## config.mk

```make
export PLATFORM = sky130hd
export DESIGN_NAME = slia_div
export DESIGN_NICKNAME = d
export VERILOG_FILES = /design/src/hw/rtl/slia_pkg.sv /design/src/hw/rtl/slia_div.sv
export SDC_FILE = /design/constraint.sdc
export NUM_CORES = 1
export LEC_CHECK = 0
export CAP_MARGIN = 25
export CORE_MARGIN = 1.5
export CORE_UTILIZATION = 55
export DETAILED_ROUTE_END_ITERATION = 6
export DONT_BUFFER_PORTS = 1
export PLACE_DENSITY = 0.7
export SETUP_SLACK_MARGIN = 0.05
export SLEW_MARGIN = 20
export SYNTH_ARGS = -nofsm -noshare
export SYNTH_HDL_FRONTEND = slang
export SYNTH_SLANG_ARGS = --single-unit
```

## constraint.sdc

```tcl
create_clock -name clock -period 2.65 [get_ports clock]
set_input_delay 0.53 -clock clock [delete_from_list [all_inputs] [get_ports clock]]
set_output_delay 0.53 -clock clock [all_outputs]
set_load 0.01 [all_outputs]
```

## src/hw/rtl/slia_pkg.sv

```systemverilog
package slia_pkg;

   // Field widths of the transfer payloads
   localparam int ADDR_BITS   = 64;
   localparam int COUNT_BITS  = 32;
   localparam int STRIDE_BITS = 16;
   localparam int INDEX_BITS  = 40;
   localparam int FUNC_BITS   = 3;
   localparam int STATUS_BITS = 2;

   // A matching distance never exceeds (count - 1) * stride, so 48 bits
   localparam int DIV_BITS  = COUNT_BITS + STRIDE_BITS;
   // Multiplier: index-sized operand times stride
   localparam int PROD_BITS = INDEX_BITS + STRIDE_BITS;

   // Operation codes
   localparam logic [FUNC_BITS-1:0] FUNC_CLEAR  = 3'd0;
   localparam logic [FUNC_BITS-1:0] FUNC_APPEND = 3'd1;
   localparam logic [FUNC_BITS-1:0] FUNC_I2A    = 3'd2;
   localparam logic [FUNC_BITS-1:0] FUNC_A2I    = 3'd3;
   localparam logic [FUNC_BITS-1:0] FUNC_RANGE  = 3'd4;

   // Status codes
   localparam logic [STATUS_BITS-1:0] STATUS_OK        = 2'd0;
   localparam logic [STATUS_BITS-1:0] STATUS_NOT_FOUND = 2'd1;
   localparam logic [STATUS_BITS-1:0] STATUS_FULL      = 2'd2;

   typedef struct packed {
      logic [FUNC_BITS-1:0]   func;
      logic [ADDR_BITS-1:0]   address_in;
      logic [COUNT_BITS-1:0]  entry_count;
      logic [STRIDE_BITS-1:0] stride;
      logic [INDEX_BITS-1:0]  query_index;
   } req_type;

   typedef struct packed {
      logic [STATUS_BITS-1:0] status;
      logic [ADDR_BITS-1:0]   address_out;
      logic [ADDR_BITS-1:0]   end_address;
      logic [INDEX_BITS-1:0]  index_out;
   } rsp_type;

   // One table row
   typedef struct packed {
      logic [ADDR_BITS-1:0]   base;
      logic [COUNT_BITS-1:0]  count;
      logic [STRIDE_BITS-1:0] stride;
   } seg_type;

   typedef enum logic [2:0] {
      ST_IDLE,
      ST_READ,
      ST_EVAL,
      ST_MUL,
      ST_CMP,
      ST_DIV,
      ST_FIN,
      ST_OUT
   } state_type;

endpackage

```

## src/hw/rtl/slia_div.sv

```systemverilog
module slia_div (
   input  logic                             clock,
   input  logic                             reset,
   input  logic                             start,
   input  logic [slia_pkg::DIV_BITS-1:0]    dividend,
   input  logic [slia_pkg::STRIDE_BITS-1:0] divisor,
   output logic                             done,
   output logic [slia_pkg::DIV_BITS-1:0]    quotient,
   output logic                             rem_nonzero
);
   import slia_pkg::*;

   localparam int STEP_W = $clog2(DIV_BITS);

   logic                   busy_ff;
   logic                   done_ff;
   logic [STEP_W-1:0]      step_ff;
   logic [DIV_BITS-1:0]    quo_ff;
   logic [STRIDE_BITS-1:0] rem_ff;
   logic [STRIDE_BITS-1:0] dvs_ff;

   logic [STRIDE_BITS:0]   shifted;
   logic [STRIDE_BITS:0]   diff;

   // One restoring step: shift in the next dividend bit, try subtract
   assign shifted = {rem_ff, quo_ff[DIV_BITS-1]};
   assign diff    = shifted - {1'b0, dvs_ff};

   // Control
   always_ff @(posedge clock) begin
      if (reset) begin
         busy_ff <= 1'b0;
         done_ff <= 1'b0;
      end else begin
         done_ff <= 1'b0;
         if (start) begin
            busy_ff <= 1'b1;
         end else if (busy_ff && step_ff == STEP_W'(DIV_BITS - 1)) begin
            busy_ff <= 1'b0;
            done_ff <= 1'b1;
         end
      end
   end

   // Datapath
   always_ff @(posedge clock) begin
      if (start) begin
         quo_ff  <= dividend;
         rem_ff  <= '0;
         dvs_ff  <= divisor;
         step_ff <= '0;
      end else if (busy_ff) begin
         step_ff <= step_ff + 1'b1;
         if (!diff[STRIDE_BITS]) begin
            rem_ff <= diff[STRIDE_BITS-1:0];
            quo_ff <= {quo_ff[DIV_BITS-2:0], 1'b1};
         end else begin
            rem_ff <= shifted[STRIDE_BITS-1:0];
            quo_ff <= {quo_ff[DIV_BITS-2:0], 1'b0};
         end
      end
   end

   assign done        = done_ff;
   assign quotient    = quo_ff;
   assign rem_nonzero = (rem_ff != '0);

endmodule

```

==> results of run 1 <==
critical path, stage by stage (launching register included):
cell	delay, ns
edfxtp_1	0.36
inv_1	0.06
ha_2	0.19
fa_2	0.40
nand2b_4	0.16
a21oi_4	0.18
o21ai_4	0.07
o211ai_2	0.22
xor2_2	0.27
buf_6	0.19
nand3_1	0.11
a311oi_2	0.26
cells by family after synthesis:
group           Yosys count  synth area share, %
simple gates             85                 9.45
buf+inv                  32                 2.90
fa+ha+maj                18                 5.29
compound gates           62                 9.11
flops                    88                 54.7
mux                      59                 14.8
xor+xnor                 18                 3.76
area by class of cell:
class	count	area share (%)
Multi-Input combinational cell	242	40.0
Clock buffer	10	2.88
Sequential cell	88	50.2
Inverter	19	1.49
Timing Repair Buffer	9	1.65
Tap cell	102	2.67
Clock inverter	6	1.15
metal layers:
metal,GRT usage [%],share of wire (%),wire length [um],vias up
met3,9.93,9.7,828,16
met2,31.2,47,3990,107
met5,0,0.12,10,-
li1,-,-,-,1352
met1,24.5,42,3550,1329
met4,6.92,1.9,160,2
power by group through the flow:
stage	logic [mW]	clock network (mW)	registers [mW]
6_report	0.529	0.910	1.75
5_1_grt	0.584	0.993	1.77
4_1_cts	0.491	0.941	1.75
3_5_place_dp	0.486	0	1.78
3_3_place_gp	0.478	0	1.78
2_1_floorplan	0.419	0	1.75
registers in the layout, indices dropped and copies added (netlist names):
register and flops:
step_ff 6, dvs_ff 16, done 1, rem_ff 16, busy_ff 1, quotient 48
how the worst min path moves through the flow:
stage | startpoint | endpoint | cells past startpoint
global route | reset | done | 1
floorplan | step_ff[5] | step_ff[5] | 2
global placement | step_ff[5] | step_ff[5] | 2
detailed placement | step_ff[5] | step_ff[5] | 2
CTS | reset | done | 1
finish | reset | done | 1
cell usage in the layout (no fill, tap or decap), types with 10 or more instances in the layout:
master | netlist | final
a21oi_1 | 17 | 17
a211oi_1 | 13 | 12
inv_1 | 19 | 18
clkbuf_8 | 0 | 10
ha_1 | 17 | 16
nor2_1 | 26 | 26
edfxtp_1 | 64 | 64
mux2_2 | 49 | 48
nand2_1 | 18 | 18
dfxtp_1 | 24 | 24
o21ai_0 | 13 | 13
what timing repair did:
item | CTS | global route
resized for setup | 1 | 11
setup endpoints to repair | 2 | 16
pin swaps | 0 | 13
hold buffers | 0 | 0
buffers inserted | 0 | 5
per-stage QoR:
step,setup WS (ns),hold slack (ns),cells
after floorplan,0.135,0.453,362
after global placement,0.162,0.458,455
after detailed placement,0.0651,0.474,455
after CTS,0.0439,0.217,471
after global routing,-0.0192,0.207,476
final,0.101,0.232,476
==> impl_metrics.env, run 1 <==
export IMPL_status="complete, no violations"
export IMPL_slew_viol_final=0
export IMPL_yosysMostFrequentCell="edfxtp_1"
export IMPL_fin_area_sq_mm=0.00478
export IMPL_combPwrFrac_pct=16.6
export IMPL_multiInputGateArea_sq_mm=0.00191
export IMPL_tightest_slew_ns=0.973
export IMPL_totalWireLength_mm=8.54
export IMPL_via_per_inst=5.89
export IMPL_crit_path_end="rem_ff[15]"
export IMPL_clkLatencyLatePin_ns=0.36
export IMPL_p_sw_uw=915
export IMPL_tritoncts="built"
export IMPL_synth_cell_types=38
export IMPL_p_per_area_mw_per_mm2=667
export IMPL_avgSynthCellArea_sq_um=12.1
export IMPL_period_share_pct=96.2
export IMPL_crit_path_start="quotient[47]"
export IMPL_cp_max_fo=7
export IMPL_finalPower_mw=3.19
export IMPL_gp_congestion=0.947
export IMPL_ant_nets=0
export IMPL_synth_edf_count=64
export IMPL_drive_gt1_share_pct=22.7
export IMPL_cts_buffer_depth=2
export IMPL_vias=2806
export IMPL_fillers=614
export IMPL_cts_buffers=9
export IMPL_fin_util_pct=61.9
export IMPL_worst_r2r_startpoint="quotient[47]"
export IMPL_syn_nets=447
export IMPL_initial_core_util_pct=56.9
export IMPL_final_net_count=454
export IMPL_yosys_area_top_type="edfxtp_1"
export IMPL_rsz0062_at_grt="yes"
export IMPL_r2r_end="rem_ff[15]"
export IMPL_globalRouteTotalUtil_pct=20.2
export IMPL_netSwitchingFraction_pct=28.7
export IMPL_dieArea_sq_mm=0.00854
export IMPL_overflow=0
export IMPL_drt_iter0_markers=147
export IMPL_grt_max_degree=85
export IMPL_grt_pass1_wl_mm=13.3
export IMPL_grt_pass1_vias=2823
export IMPL_hpwl_mm=5.80
export IMPL_max_freq_mhz=392
export IMPL_synthToLayoutAreaGrowth_pct=8.85
export IMPL_ys_async_sr_fraction_pct=0
export IMPL_cp_arrival_ns=2.82
export IMPL_cp_required_ns=2.92
export IMPL_yosys_area_top_type_share_pct=43.7
export IMPL_final_setup_tns_ns=0
export IMPL_finalHoldViolations=0
export IMPL_finalCriticalPeriod_ns=2.55
export IMPL_rr_worst_depth=11
export IMPL_yosysWarnings=0
export IMPL_reg2reg_slack_ns=0.10
export IMPL_path_clk_slew_ns=0.10
export IMPL_cts_sinks=88
export IMPL_synth_area_leaders="edfxtp_1 (44%), mux2_2 (13%), dfxtp_1 (11%)"
export IMPL_relSlewSlack_pct=35.0
export IMPL_antenna_found_initial=1
export IMPL_setup_viol=0
export IMPL_critPathKind="reg -> reg"
export IMPL_syn_area_sq_mm=0.00440
export IMPL_synthCells=362
export IMPL_intPower_mw=2.28
export IMPL_antenna_cells=0
export IMPL_ios=117
export IMPL_port_buffer_count=0
export IMPL_leakage_nw=1.77
export IMPL_cp_end_kind="flip-flop"
export IMPL_die_h_um=92.4
export IMPL_post_drt_wl_per_cell_um=17.9
export IMPL_placed_cell_area_sq_mm=0.00450
export IMPL_ys_seq_elements=88
export IMPL_vdd_drop_max_v=0.000378
export IMPL_cap_viol_max_count=0
export IMPL_seq_area_sq_mm=0.00240
export IMPL_dr_pass1_iters=4
export IMPL_core_area_sq_mm=0.00773
export IMPL_num_rows=32
export IMPL_htree_levels=3
export IMPL_worstSetupStartpointType="flip-flop"
export IMPL_synth_main_ff_cell="edfxtp_1"
export IMPL_ys_seq_area_share_pct=54.7
export IMPL_dieWidth_um=92.4
export IMPL_p_seq_share_pct=54.9
export IMPL_clockPowerShare_pct=28.5
export IMPL_skew_ns=0.00999
export IMPL_route_detailed_drc=0
export IMPL_root_buffer="clkbuf_8"
export IMPL_min_path_type="in -> reg"
export IMPL_netlist_top_cells_count="edfxtp_1 (64), mux2_2 (49), nor2_1 (26)"
Note: power is estimated with default switching activity, not from simulation.
==> run 2: changes to the inputs <==
--- a/config.mk
+++ b/config.mk
@@ -11,6 +11,7 @@
 export DETAILED_ROUTE_END_ITERATION = 6
 export DONT_BUFFER_PORTS = 1
 export PLACE_DENSITY = 0.7
+export RECOVER_POWER = 100
 export SETUP_SLACK_MARGIN = 0.05
 export SLEW_MARGIN = 20
 export SYNTH_ARGS = -nofsm -noshare
==> impl_metrics.env, run 2 (synthesized netlist as in run 1, its figures left out) <==
export IMPL_status="complete, no violations"
export IMPL_final_net_count=454
export IMPL_ant_nets=0
export IMPL_layout_common_cells="edfxtp_1 (64), mux2_2 (48), nor2_1 (26), dfxtp_1 (24)"
export IMPL_tightest_slew_ns=0.972
export IMPL_path_clk_slew_ns=0.10
export IMPL_post_drt_wl_per_cell_um=17.9
export IMPL_cp_arrival_ns=2.81
export IMPL_totalWireLength_mm=8.52
export IMPL_clkLatencyLatePin_ns=0.36
export IMPL_largest_reg_flops=48
export IMPL_setup_viol=0
export IMPL_tritoncts="built"
export IMPL_final_setup_tns_ns=0
export IMPL_hpwl_mm=5.80
export IMPL_antenna_found_initial=1
export IMPL_core_area_sq_mm=0.00773
export IMPL_worst_r2r_startpoint="dvs_ff[0]"
export IMPL_fin_cells=476
export IMPL_leakage_nw=1.77
export IMPL_ios=117
export IMPL_dr_pass1_iters=4
export IMPL_dieWidth_um=92.4
export IMPL_worstSetupStartpointType="flip-flop"
export IMPL_cts_buffers=9
export IMPL_relSlewSlack_pct=35.1
export IMPL_slew_viol_final=0
export IMPL_finalCriticalPeriod_ns=2.54
export IMPL_globalRouteTotalUtil_pct=20.2
export IMPL_port_buffer_count=0
export IMPL_drt_iter0_markers=155
export IMPL_p_per_area_mw_per_mm2=667
export IMPL_skew_ns=0.0104
export IMPL_route_detailed_drc=0
export IMPL_rsz0062_at_grt="yes"
export IMPL_cts_buffer_depth=2
export IMPL_initial_core_util_pct=56.9
export IMPL_grt_pass1_wl_mm=13.3
export IMPL_root_buffer="clkbuf_8"
export IMPL_crit_family="compound AO/OA/AOI/OAI gates"
export IMPL_cpPeakStageDelay_ns=0.40
export IMPL_grt_pass1_vias=2823
export IMPL_overflow=0
export IMPL_slowest_stage="edfxtp_1"
export IMPL_max_freq_mhz=394
export IMPL_gp_congestion=0.947
export IMPL_period_share_pct=95.9
export IMPL_crit_path_start="dvs_ff[0]"
export IMPL_grt_max_degree=85
export IMPL_finalHoldViolations=0
export IMPL_via_per_inst=5.96
export IMPL_holdCritStartpoint="reset"
export IMPL_cap_viol_max_count=0
export IMPL_cp_end_kind="flip-flop"
export IMPL_antenna_cells=0
export IMPL_final_common_cell="edfxtp_1"
export IMPL_path_buf_inv=1
export IMPL_cts_hold_buf=0
export IMPL_finalWorstSetupSlack_ns=0.110
export IMPL_die_h_um=92.4
export IMPL_path_cells="ha_2 > fa_2 > nand2b_4 > a21oi_4 > o21ai_4 > o211ai_2 > xor2_2 > buf_6 > nand3_1 > a311oi_2"
export IMPL_vias=2837
export IMPL_num_rows=32
export IMPL_fillers=617
export IMPL_pre_cts_ws_ns=0.0651
export IMPL_dieArea_sq_mm=0.00854
export IMPL_synthToLayoutAreaGrowth_pct=8.60
export IMPL_vdd_drop_max_v=0.000377
export IMPL_critPathKind="reg -> reg"
export IMPL_cts_sinks=88
export IMPL_cp_max_fo=7
export IMPL_htree_levels=3
export IMPL_cp_required_ns=2.92
export IMPL_min_path_type="in -> reg"
export IMPL_drive_gt1_share_pct=22.2
export IMPL_dp_cells=455
run 2: changes by cell type in the layout (fill, tap and decap cells not counted):
cell      previous run  this run
buf_6                3         2
clkbuf_4             0         1
mux2_1               0         1
mux2_4               1         0
mux2i_1              9        10
mux2i_2              1         0
run 2: path summary, 6_finish.rpt:
kind                 to  slack (ns)  cells after the start
max          rem_ff[15]        0.11                     10
min reg2reg  step_ff[5]        0.49                      2
min                done        0.23                      1
max reg2reg  rem_ff[15]        0.11                     10
run 2: final cells by class:
| type | count | area [sq um] | share of cell area (%) |
|---|---|---|---|
| Inverter | 19 | 71.3 | 1.49 |
| Multi-Input combinational cell | 242 | 1900 | 39.9 |
| Tap cell | 102 | 128 | 2.67 |
| Clock buffer | 10 | 138 | 2.88 |
| Clock inverter | 6 | 55.1 | 1.15 |
| Sequential cell | 88 | 2400 | 50.3 |
| Timing Repair Buffer | 9 | 75.1 | 1.57 |
run 2: what timing repair did:
action	4_1_cts	5_1_grt
gates resized for setup	1	11
pin swaps	0	13
setup buffers	0	5
setup endpoints to repair	2	16
run 2: per-stage QoR:
step	instance area (sq um)	utilization [%]	hold slack, ns	total power [mW]
6_report	4770	61.8	0.232	3.18
3_5_place_dp	4500	58.2	0.474	2.27
4_1_cts	4690	60.7	0.217	3.19
3_3_place_gp	4500	58.2	0.458	2.26
5_1_grt	4770	61.8	0.207	3.34
2_1_floorplan	4400	-	0.453	2.17
run 2: routing by layer:
layer  vias to the layer above  wire, um  GRT usage, %
met5                         -        10             0
met4                         2       180          6.92
met3                        20       869          9.93
met2                       120      3960          31.2
met1                      1340      3500          24.5
li1                       1355         -             -
run 2: where the power goes:
group          internal (mW)  switching, mW
clock                  0.390          0.520
sequential              1.63          0.125
combinational          0.253          0.267
total                   2.27          0.911
